File: config.mk
export PLATFORM = sky130hd
export DESIGN_NAME = cosine_similarity
export DESIGN_NICKNAME = d
export VERILOG_FILES = /design/src/hw/rtl/cs_pkg.sv /design/src/hw/rtl/cs_ctrl.sv /design/src/hw/rtl/cs_datapath.sv /design/src/hw/rtl/cosine_similarity.sv
export VERILOG_INCLUDE_DIRS = /design/src /design/src/hw/rtl
export SDC_FILE = /design/constraint.sdc
export NUM_CORES = 2
export LEC_CHECK = 0
export BUFFER_PORTS_ARGS = -buffer_cell sky130_fd_sc_hd__buf_2
export CAP_MARGIN = 20
export CELL_PAD_IN_SITES_DETAIL_PLACEMENT = 0
export CELL_PAD_IN_SITES_GLOBAL_PLACEMENT = 1
export CORE_MARGIN = 10
export CORE_UTILIZATION = 30
export DETAILED_ROUTE_END_ITERATION = 16
export PLACE_DENSITY_LB_ADDON = 0.08
export SYNTH_ARGS = -nofsm -noshare
export SYNTH_HDL_FRONTEND = slang
export SYNTH_SLANG_ARGS = --single-unit
export TNS_END_PERCENT = 5
File: constraint.sdc
create_clock -name clock -period 30.3 [get_ports clock]
set_input_delay 4.545 -clock clock [delete_from_list [all_inputs] [get_ports clock]]
set_output_delay 4.545 -clock clock [all_outputs]
set_load 0.01 [all_outputs]
File: src/hw/rtl/cosine_similarity_macros.svh
// Assertion macros for the cosine similarity block
`ifndef COSINE_SIMILARITY_MACROS_SVH
`define COSINE_SIMILARITY_MACROS_SVH

// Implication checked every cycle outside reset
`define CS_ASSERT_IMP(label, clk, rst, ante, cons, msg) \
   label: assert property (@(posedge clk) disable iff (rst) (ante) |-> (cons)) \
      else $error(msg);

// Implication checked in the cycle after the antecedent, outside reset
`define CS_ASSERT_NEXT(label, clk, rst, ante, cons, msg) \
   label: assert property (@(posedge clk) disable iff (rst) (ante) |=> (cons)) \
      else $error(msg);

// Implication checked on every edge, reset included
`define CS_ASSERT_ALWAYS(label, clk, ante, cons, msg) \
   label: assert property (@(posedge clk) (ante) |-> (cons)) else $error(msg);

`endif

File: src/hw/rtl/cs_pkg.sv
// Shared types and constants of the cosine similarity block
package cs_pkg;
   localparam int FEATURE_BITS = 16;
   localparam int MAX_LEN      = 1024;
   localparam int DOT_W        = 42;
   localparam int NORM_W       = 41;
   localparam int MAG_W        = 42;
   localparam int PROD_W       = 2 * NORM_W;
   localparam int RSQ_W        = 2 * MAG_W - 1;
   localparam int WIDE_W       = 116;
   localparam int MPL_W        = 42;
   localparam int Q_W          = 16;
   localparam int BIT_W        = 4;
   localparam int SCORE_W      = 16;

   typedef enum logic [2:0] {
      ST_ACCUM, ST_CHECK, ST_MUL_P, ST_MUL_R, ST_TRIAL, ST_MUL_L, ST_JUDGE, ST_EMIT
   } state_type;

   typedef enum logic [2:0] {
      OP_NONE, OP_ACCUM, OP_LOAD_P, OP_LOAD_R, OP_INIT, OP_LOAD_L, OP_STEP, OP_JUDGE
   } op_type;

   typedef struct packed {
      op_type op;
      logic   emit;
   } cmd_type;

   typedef struct packed {
      logic mul_done;
      logic zero_norm;
      logic last_bit;
      logic out_busy;
   } status_type;
endpackage

File: src/hw/rtl/cs_ctrl.sv
// Sequencer for accumulation, norm products and the bitwise ratio search
module cs_ctrl (
   input  logic               clock,
   input  logic               reset,
   input  logic               req_tvalid,
   input  logic               req_tlast,
   output logic               req_tready,
   input  cs_pkg::status_type status,
   output cs_pkg::cmd_type    cmd
);
   cs_pkg::state_type state_ff, state_in;

   always_ff @(posedge clock) begin
      if (reset) begin
         state_ff <= cs_pkg::ST_ACCUM;
      end else begin
         state_ff <= state_in;
      end
   end

   always_comb begin
      state_in   = state_ff;
      cmd.op     = cs_pkg::OP_NONE;
      cmd.emit   = 1'b0;
      req_tready = 1'b0;
      unique case (state_ff)
         cs_pkg::ST_ACCUM: begin
            req_tready = 1'b1;
            if (req_tvalid) begin
               cmd.op = cs_pkg::OP_ACCUM;
               if (req_tlast) state_in = cs_pkg::ST_CHECK;
            end
         end
         cs_pkg::ST_CHECK: begin
            if (status.zero_norm) begin
               state_in = cs_pkg::ST_EMIT;
            end else begin
               cmd.op   = cs_pkg::OP_LOAD_P;
               state_in = cs_pkg::ST_MUL_P;
            end
         end
         cs_pkg::ST_MUL_P: begin
            if (status.mul_done) begin
               cmd.op   = cs_pkg::OP_LOAD_R;
               state_in = cs_pkg::ST_MUL_R;
            end else begin
               cmd.op = cs_pkg::OP_STEP;
            end
         end
         cs_pkg::ST_MUL_R: begin
            if (status.mul_done) begin
               cmd.op   = cs_pkg::OP_INIT;
               state_in = cs_pkg::ST_TRIAL;
            end else begin
               cmd.op = cs_pkg::OP_STEP;
            end
         end
         cs_pkg::ST_TRIAL: begin
            cmd.op   = cs_pkg::OP_LOAD_L;
            state_in = cs_pkg::ST_MUL_L;
         end
         cs_pkg::ST_MUL_L: begin
            if (status.mul_done) begin
               state_in = cs_pkg::ST_JUDGE;
            end else begin
               cmd.op = cs_pkg::OP_STEP;
            end
         end
         cs_pkg::ST_JUDGE: begin
            cmd.op   = cs_pkg::OP_JUDGE;
            state_in = status.last_bit ? cs_pkg::ST_EMIT : cs_pkg::ST_TRIAL;
         end
         cs_pkg::ST_EMIT: begin
            // hold until the output register is free
            if (!status.out_busy) begin
               cmd.emit = 1'b1;
               state_in = cs_pkg::ST_ACCUM;
            end
         end
         default: state_in = cs_pkg::ST_ACCUM;
      endcase
   end
endmodule

File: src/hw/rtl/cs_datapath.sv
// Accumulators, shift-add multiplier, ratio search and result register
module cs_datapath (
   input  logic                               clock,
   input  logic                               reset,
   input  cs_pkg::cmd_type                    cmd,
   output cs_pkg::status_type                 status,
   input  logic signed [cs_pkg::FEATURE_BITS-1:0] elem_a,
   input  logic signed [cs_pkg::FEATURE_BITS-1:0] elem_b,
   input  logic                               rsp_tready,
   output logic                               rsp_tvalid,
   output logic [cs_pkg::SCORE_W-1:0]         score,
   output logic                               zero_norm
);
   localparam int PW = 2 * cs_pkg::FEATURE_BITS;
   localparam logic [cs_pkg::Q_W-1:0] Q_TOP = cs_pkg::Q_W'(1) << (cs_pkg::Q_W - 1);
   localparam logic [cs_pkg::Q_W-1:0] S_MAX = Q_TOP - cs_pkg::Q_W'(1);

   logic signed [cs_pkg::DOT_W-1:0]  dot_ff;
   logic        [cs_pkg::NORM_W-1:0] na_ff, nb_ff;
   logic        [cs_pkg::WIDE_W-1:0] mcand_ff, prod_ff;
   logic        [cs_pkg::MPL_W-1:0]  mplier_ff;
   logic        [cs_pkg::PROD_W-1:0] p_ff;
   logic        [cs_pkg::RSQ_W-1:0]  r_ff;
   logic        [cs_pkg::Q_W-1:0]    q_ff, trial_ff;
   logic        [cs_pkg::BIT_W-1:0]  bit_ff;
   logic        [cs_pkg::SCORE_W-1:0] score_ff;
   logic                             flag_ff, valid_ff;

   logic signed [PW-1:0]             pab;
   logic        [PW-1:0]             paa, pbb;
   logic signed [cs_pkg::DOT_W:0]    dsum;
   logic        [cs_pkg::NORM_W:0]   nasum, nbsum;
   logic        [cs_pkg::MAG_W-1:0]  mag;
   logic        [cs_pkg::Q_W-1:0]    trial;
   logic        [cs_pkg::Q_W:0]      kval;
   logic        [cs_pkg::WIDE_W-1:0] rhs;
   logic                             pass;
   logic                             zn;

   assign pab   = elem_a * elem_b;
   assign paa   = PW'(elem_a * elem_a);
   assign pbb   = PW'(elem_b * elem_b);
   assign dsum  = (cs_pkg::DOT_W+1)'(dot_ff) + (cs_pkg::DOT_W+1)'(pab);
   assign nasum = (cs_pkg::NORM_W+1)'(na_ff) + (cs_pkg::NORM_W+1)'(paa);
   assign nbsum = (cs_pkg::NORM_W+1)'(nb_ff) + (cs_pkg::NORM_W+1)'(pbb);
   assign mag   = dot_ff[cs_pkg::DOT_W-1] ? cs_pkg::MAG_W'(-dot_ff) : cs_pkg::MAG_W'(dot_ff);
   assign trial = q_ff | (cs_pkg::Q_W'(1) << bit_ff);
   assign kval  = {trial, 1'b0} - (cs_pkg::Q_W+1)'(1);
   assign rhs   = cs_pkg::WIDE_W'({r_ff, 32'b0});
   assign pass  = (prod_ff <= rhs) && (trial_ff <= Q_TOP);
   assign zn    = (na_ff == '0) || (nb_ff == '0);

   assign status.mul_done  = (mplier_ff == '0);
   assign status.zero_norm = zn;
   assign status.last_bit  = (bit_ff == '0);
   assign status.out_busy  = valid_ff && !rsp_tready;

   assign rsp_tvalid = valid_ff;
   assign score      = score_ff;
   assign zero_norm  = flag_ff;

   always_ff @(posedge clock) begin
      if (reset) begin
         dot_ff <= '0;
         na_ff  <= '0;
         nb_ff  <= '0;
      end else if (cmd.emit) begin
         dot_ff <= '0;
         na_ff  <= '0;
         nb_ff  <= '0;
      end else if (cmd.op == cs_pkg::OP_ACCUM) begin
         // saturate each accumulator at the limits of its width
         if (dsum[cs_pkg::DOT_W] != dsum[cs_pkg::DOT_W-1])
            dot_ff <= dsum[cs_pkg::DOT_W] ? {1'b1, {(cs_pkg::DOT_W-1){1'b0}}}
                                          : {1'b0, {(cs_pkg::DOT_W-1){1'b1}}};
         else
            dot_ff <= dsum[cs_pkg::DOT_W-1:0];
         na_ff <= nasum[cs_pkg::NORM_W] ? '1 : nasum[cs_pkg::NORM_W-1:0];
         nb_ff <= nbsum[cs_pkg::NORM_W] ? '1 : nbsum[cs_pkg::NORM_W-1:0];
      end
   end

   always_ff @(posedge clock) begin
      unique case (cmd.op)
         cs_pkg::OP_LOAD_P: begin
            mcand_ff  <= cs_pkg::WIDE_W'(na_ff);
            mplier_ff <= cs_pkg::MPL_W'(nb_ff);
            prod_ff   <= '0;
         end
         cs_pkg::OP_LOAD_R: begin
            p_ff      <= prod_ff[cs_pkg::PROD_W-1:0];
            mcand_ff  <= cs_pkg::WIDE_W'(mag);
            mplier_ff <= mag;
            prod_ff   <= '0;
         end
         cs_pkg::OP_INIT: begin
            r_ff   <= prod_ff[cs_pkg::RSQ_W-1:0];
            q_ff   <= '0;
            bit_ff <= cs_pkg::BIT_W'(cs_pkg::Q_W - 1);
         end
         cs_pkg::OP_LOAD_L: begin
            trial_ff  <= trial;
            mcand_ff  <= cs_pkg::WIDE_W'(p_ff);
            mplier_ff <= cs_pkg::MPL_W'(kval * kval);
            prod_ff   <= '0;
         end
         cs_pkg::OP_STEP: begin
            if (mplier_ff[0]) prod_ff <= prod_ff + mcand_ff;
            mcand_ff  <= mcand_ff << 1;
            mplier_ff <= mplier_ff >> 1;
         end
         cs_pkg::OP_JUDGE: begin
            if (pass) q_ff <= trial_ff;
            bit_ff <= bit_ff - cs_pkg::BIT_W'(1);
         end
         cs_pkg::OP_NONE, cs_pkg::OP_ACCUM: begin
         end
         default: begin
         end
      endcase
   end

   always_ff @(posedge clock) begin
      if (reset) begin
         valid_ff <= 1'b0;
      end else if (cmd.emit) begin
         valid_ff <= 1'b1;
      end else if (rsp_tready) begin
         valid_ff <= 1'b0;
      end
   end

   always_ff @(posedge clock) begin
      if (cmd.emit) begin
         flag_ff <= zn;
         priority if (zn)
            score_ff <= '0;
         else if (dot_ff[cs_pkg::DOT_W-1])
            score_ff <= -q_ff;
         else
            score_ff <= (q_ff > S_MAX) ? S_MAX : q_ff;
      end
   end
endmodule

File: src/hw/rtl/cosine_similarity.sv
// Cosine similarity of two streamed Q4.12 feature vectors, scored in Q1.15
// Element pairs enter at one per cycle; the item marked tlast closes the vectors. The
// block then leaves the input stalled while one shift-add multiplier, taking one
// multiplier bit per cycle, forms norm_a*norm_b, dot^2 and then sixteen trial products
// of a bitwise search for the rounded ratio (all skipped on a zero norm) before the
// score is ready and the next vector can start. The result waits in an output
// register, so a stalled result side does not hold up the next vector's elements.
`include "cosine_similarity_macros.svh"

module cosine_similarity (
   input  logic        clock,
   input  logic        reset,
   input  logic        req_tvalid,
   output logic        req_tready,
   input  logic [31:0] req_tdata,   // [15:0] elem_a, [31:16] elem_b
   input  logic        req_tlast,   // is_last
   output logic        rsp_tvalid,
   input  logic        rsp_tready,
   output logic [15:0] rsp_tdata,   // [15:0] score
   output logic        rsp_tuser    // zero_norm
);
   cs_pkg::cmd_type    cmd;
   cs_pkg::status_type status;

   cs_ctrl u_ctrl (
      .clock      (clock),
      .reset      (reset),
      .req_tvalid (req_tvalid),
      .req_tlast  (req_tlast),
      .req_tready (req_tready),
      .status     (status),
      .cmd        (cmd)
   );

   cs_datapath u_dp (
      .clock      (clock),
      .reset      (reset),
      .cmd        (cmd),
      .status     (status),
      .elem_a     (req_tdata[15:0]),
      .elem_b     (req_tdata[31:16]),
      .rsp_tready (rsp_tready),
      .rsp_tvalid (rsp_tvalid),
      .score      (rsp_tdata),
      .zero_norm  (rsp_tuser)
   );

   `CS_ASSERT_IMP(a_zero_score, clock, reset, rsp_tvalid && rsp_tuser, rsp_tdata == 16'h0000, "zero norm with nonzero score")
   `CS_ASSERT_NEXT(a_stall_after_last, clock, reset, req_tvalid && req_tready && req_tlast, !req_tready, "input taken during score computation")
   `CS_ASSERT_ALWAYS(a_reset_idle, clock, $past(reset), !rsp_tvalid, "result valid straight after reset")
endmodule

Word-level counts from Yosys, hierarchy flattened
Cells that the tools add are included.
- add/sub/neg operators: 8
- multiply operators: 4
- order comparisons: 3
- equal/unequal tests: 23
- shift operators: 1
- muxes and demuxes: 34
- bitwise logic cells: 1
- reductions and logical operators: 18
- operators with widths (kind ; count):
    116-bit one-hot mux with 4 select lines ; 1
    116-bit one-hot mux with 2 select lines ; 1
    42-bit one-hot mux with 4 select lines ; 1
    42-bit two-way mux ; 3
    116-bit adder ; 1
    116-bit by 115-bit <= comparator with 1-bit output ; 1
    116-bit two-way mux ; 1
    16-bit by 16-bit multiplier with 32-bit output ; 3
    41-bit by 32-bit adder with 42-bit output ; 2
    41-bit zero test ; 2
    41-bit two-way mux ; 2
    16-bit two-way mux ; 3
    42-bit by 32-bit adder with 43-bit output ; 1
    42-bit zero test ; 1
    42-bit negator ; 1
    17-bit by 17-bit multiplier with 34-bit output ; 1
    16-bit one-hot mux with 2 select lines ; 1
    3-bit two-way mux ; 9
    3-bit equality test (second input constant) ; 8
    3-bit one-hot mux with 8 select lines ; 1
    3-bit one-hot mux with 7 select lines ; 1
    17-bit by 1-bit subtractor with 17-bit output (second input constant) ; 1
    16-bit by 15-bit > comparator with 1-bit output (second input constant) ; 1
    16-bit <= comparator (second input constant) ; 1
    23 further kinds ; 44
- bits in registers: 620
- output and inout port bits: 19
- word-level logic and storage cells: 107

Depth between registers and ports, before layout
- depth after elaboration: 8
- mapped depth: 38
- depth with buffers taken out: 36

Modules after synthesis
Synthesis repeated with hierarchy kept, for this count alone.
- cells, all modules: 7871
- area, all modules: 74934.4 um^2
- modules (own cells, without submodules) (module ; instances ; cells each ; area an instance (um^2) ; sequential area each (um^2)):
    cs_datapath ; 1 ; 7831 ; 74612.8 ; 17276.6
    cs_ctrl ; 1 ; 40 ; 321.6 ; 60.1

Worst setup path before layout
No wires, ideal clock.
- path type: input port to flip-flop
- from: in req_tdata[17]
- to: reg u_dp.nb_ff[10] (netlist name)
- data arrival time: 12.469 ns
- required time: 30.168 ns
- path slack: 17.698 ns
- stages on the path: 34
- path buffers: 3
- cells stage by stage: clkbuf_1 -> clkbuf_1 -> nand2_1 -> fa_1 -> inv_1 -> fa_1 -> inv_1 -> fa_1 -> inv_1 -> fa_1 -> inv_1 -> fa_1 -> inv_1 -> fa_1 -> ha_1 -> and3_1 -> a221oi_1 -> nand2b_1 -> and3_1 -> o31ai_1 -> o21ai_0 -> a311oi_1 -> o21bai_1 -> a21oi_1 -> xnor2_1 -> ha_1 -> a211oi_1 -> o21ai_0 -> a21oi_1 -> o31ai_1 -> a21o_1 -> a41oi_1 -> clkbuf_1 -> a21oi_1
- longest elaborated chain between the ends: 3
- RTL lines (item ; line ; RTL):
    start, declared ; cosine_similarity.sv:15 ; input logic [31:0] req_tdata,
    16-bit by 16-bit multiplier with 32-bit output ; cs_datapath.sv:42 ; assign pbb = PW'(elem_b * elem_b);
    41-bit by 32-bit adder with 42-bit output ; cs_datapath.sv:45 ; assign nbsum = (cs_pkg::NORM_W+1)'(nb_ff) + (cs_pkg::NORM_W+1)'(pbb);
    41-bit two-way mux ; cs_datapath.sv:79 ; nb_ff <= nbsum[cs_pkg::NORM_W] ? '1 : nbsum[cs_pkg::NORM_W-1:0];
    end signal, assigned ; cs_datapath.sv:79 ;
    end, declared ; cs_datapath.sv:19 ; logic [cs_pkg::NORM_W-1:0] na_ff, nb_ff;
No other way between the ends.
A chain may end at the register's enable or synchronous reset.

Worst setup path in the final report
- from: in req_tdata[4]
- to: reg u_dp.na_ff[1] (netlist name)
- longest elaborated chain between the ends: 3
- RTL lines (item ; line ; RTL):
    16-bit by 16-bit multiplier with 32-bit output ; cs_datapath.sv:41 ; assign paa = PW'(elem_a * elem_a);
    41-bit by 32-bit adder with 42-bit output ; cs_datapath.sv:44 ; assign nasum = (cs_pkg::NORM_W+1)'(na_ff) + (cs_pkg::NORM_W+1)'(paa);
    41-bit two-way mux ; cs_datapath.sv:78 ; na_ff <= nasum[cs_pkg::NORM_W] ? '1 : nasum[cs_pkg::NORM_W-1:0];
    end signal, assigned ; cs_datapath.sv:78 ;
    end, declared ; cs_datapath.sv:19 ;
No other way between the ends.

==> metrics.cfg <==
[clock_tree]
cts_resized=0
ctsHtreeMaxLevel=3
cts_max_path_buffers=3
root_buffer=clkbuf_16
path_clk_slew_ns=0.06
clkLatencyLatePin_ns=0.71
cts.sinks=620
cts_hold_buf=0
cts-buffers-inserted=79
cts_tree=done
post_cts_buffers=0

[worst_setup_path]
start_kind=input pin
crit_arrival_ns=13.94
crit_path_frequent_cell=fa_1
crit_required_ns=30.86
rrSetupSlack_ns=19.72
crit_type=input pin to flop
end_kind=flop
ff2ff_path_depth=35
cp_max_fo=29
r2r-start=u_dp.bit_ff[0]$_SDFFCE_PP1P_
max_stage_delay_ns=0.79
path_buf_inv=7
rr_endpoint=u_dp.mplier_ff[32]$_DFFE_PP_
cp_top_family=adder cells
slowest_stage=fa_1

[worst_hold_path]
whs_path_depth=1
holdPathEnd=u_dp.mcand_ff[49]$_DFFE_PP_
holdCritPathClass=flop to flop
min_from=u_dp.p_ff[49]$_DFFE_PP_

[final_layout]
fillers=25861
regArea_mm2=0.0173
synthToLayoutAreaGrowth_pct=8.93
layout_common_cells=inv_1, fa_1, ha_1, nand2_1, a21oi_1
nNetsFinal=9488
drive_gt1_frac=0.0408
fin_area_mm2=0.0814
layout_commonest_cell=inv_1
multi_input_area_mm2=0.0515

[detailed_routing]
drt-total-wl_um=250000
dr.pass1.iters=8
dr.first_iter.drc_count=3052
ant_nets=0
num_vias=55098
drc=0
drt-wirelength-per-cell_um=22.3
avgViaCountPerCell=4.93

[sta]
rsz0062_at_grt=no
clock_skew_ns=0.0482
setup_viol=0
worst_pin_slew_ns=1.20
hold_viol_final=0
relSlewSlack=0.189
slew_violations=0
finalCritPeriodShare=0.442
period_needed_ns=13.38
fin_hold_ws_ns=0.536
finalSetupTns_ns=0
fmaxAchievable_mhz=74.7
timing.final.ws_setup_ns=16.92

[run]
maxCapViolCount=0

[yosys]
synthArstFlopShare=0
yosys-top-cells-area=fa_1, edfxtp_1, ha_1
syn-cell-area_mm2=0.0748
syn_area_per_cell_um2=9.50
syn_nets=9580
synth-warning-count=0
synth-seq-area-share=0.232
synth_cell_types=77
synthCells=7869
synth_top_area_share=0.270
synth_edf_count=492
ys_ff_latch=620
synth_largest_area_cell=fa_1
synth_flop_cell=edfxtp_1

[global_route]
antenna_found_initial=9
grt_usage=0.183
grt_overflow=0
grt_pass1_wl_um=382000
grt_max_degree=77
grt_pass1_vias=59576

[placed_design]
placed_cell_area_mm2=0.0788
pre_cts_slack_ns=16.11
place_hpwl_um=198000
io_buffers=55
gp_congestion=0.819

[run_status]
status=finished clean

[die]
start_util=0.301
io_pins=56
design.die.area_mm2=0.270
die_w_um=519
core-area_mm2=0.248
die_h_um=519
rows=183

-- synthesized netlist by cell type, drive strengths merged (13+ instances only) --
cell	count
nand4	103
a21boi	17
or4	15
a21o	172
xor2	139
ha	664
fa	1010
and3	71
a221oi	60
nand3	70
clkbuf	300
o21a	34
nand2	633
a211oi	41
dfxtp	128
inv	1289
nor4	55
nor3	85
a221o	17
and2	209
o31ai	32
o21ai	372
clkinv	14
o21bai	61
nor2	517
and4	19
or3	33
xnor2	234
o211ai	14
a22o	44
nand2b	58
a31oi	51
buf	13
or2	24
a311oi	13
edfxtp	492
a21oi	558
nor2b	40
-- how the worst max path moves through the flow --
stage	end	slack [ns]	start	cells after the start
after global routing	u_dp.na_ff[8]$_SDFFE_PP0N_	16.10	req_tdata[4]	36
after floorplan	u_dp.nb_ff[10]$_SDFFE_PP0N_	17.70	req_tdata[17]	34
after global placement	u_dp.nb_ff[32]$_SDFFE_PP0N_	16.20	req_tdata[24]	35
after CTS	u_dp.na_ff[3]$_SDFFE_PP0N_	16.85	req_tdata[4]	36
after detailed placement	u_dp.na_ff[1]$_SDFFE_PP0N_	16.11	req_tdata[4]	36
final	u_dp.na_ff[1]$_SDFFE_PP0N_	16.92	req_tdata[4]	30
-- flip-flops by register name, indices dropped and copies added (netlist names) --
| signal | cells |
|---|---|
| u_dp.bit_ff | 4 |
| u_dp.mplier_ff | 42 |
| u_dp.score | 16 |
| u_dp.nb_ff | 41 |
| u_dp.trial_ff | 16 |
| u_dp.mcand_ff | 116 |
| u_dp.prod_ff | 116 |
| u_dp.r_ff | 83 |
| u_dp.rsp_tvalid | 1 |
| u_dp.q_ff | 16 |
| u_ctrl.state_ff | 3 |
| u_dp.p_ff | 82 |
| u_dp.zero_norm | 1 |
| u_dp.dot_ff | 42 |
| u_dp.na_ff | 41 |
-- cell type report --
cell class,count,area share
Tap cell,3330,0.0512
Timing Repair Buffer,140,0.0116
Clock inverter,43,0.00581
Clock buffer,100,0.0260
Inverter,1303,0.0602
Sequential cell,620,0.213
Multi-Input combinational cell,5633,0.632
Antenna cell,7,0.000215
-- kinds of logic (layout without fill, tap and decap cells) --
group	after synthesis	in the layout	share of synthesized area
AOI/OAI and AO/OA	1609	1609	0.134
muxes	14	14	0.00191
DFF	620	620	0.232
buffers and inverters	1616	1586	0.0812
adders and majority gates	1678	1678	0.382
xor gates and xnor gates	373	373	0.0437
and+or+nand+nor	1959	1959	0.125
other	0	7	0
-- per-stage QoR --
| stage | utilization | std cells |
|---|---|---|
| 2_1_floorplan | - | 7869 |
| 3_3_place_gp | 0.317 | 11024 |
| 3_5_place_dp | 0.317 | 11024 |
| 4_1_cts | 0.328 | 11167 |
| 5_1_grt | 0.328 | 11170 |
| 6_report | 0.328 | 11176 |
-- per-layer routing --
metal	wire length [um]	GRT usage	vias to the layer above	part of all wire
li1	-	-	26144	-
met1	118000	0.251	27988	0.47
met2	121000	0.316	796	0.48
met3	6180	0.0122	168	0.025
met4	4760	0.0367	2	0.019
met5	13	0	-	0.000052
Power is left out: the tool's default activity adds up to more than one toggle a clock period on the data nets, which glitch-free logic cannot reach.
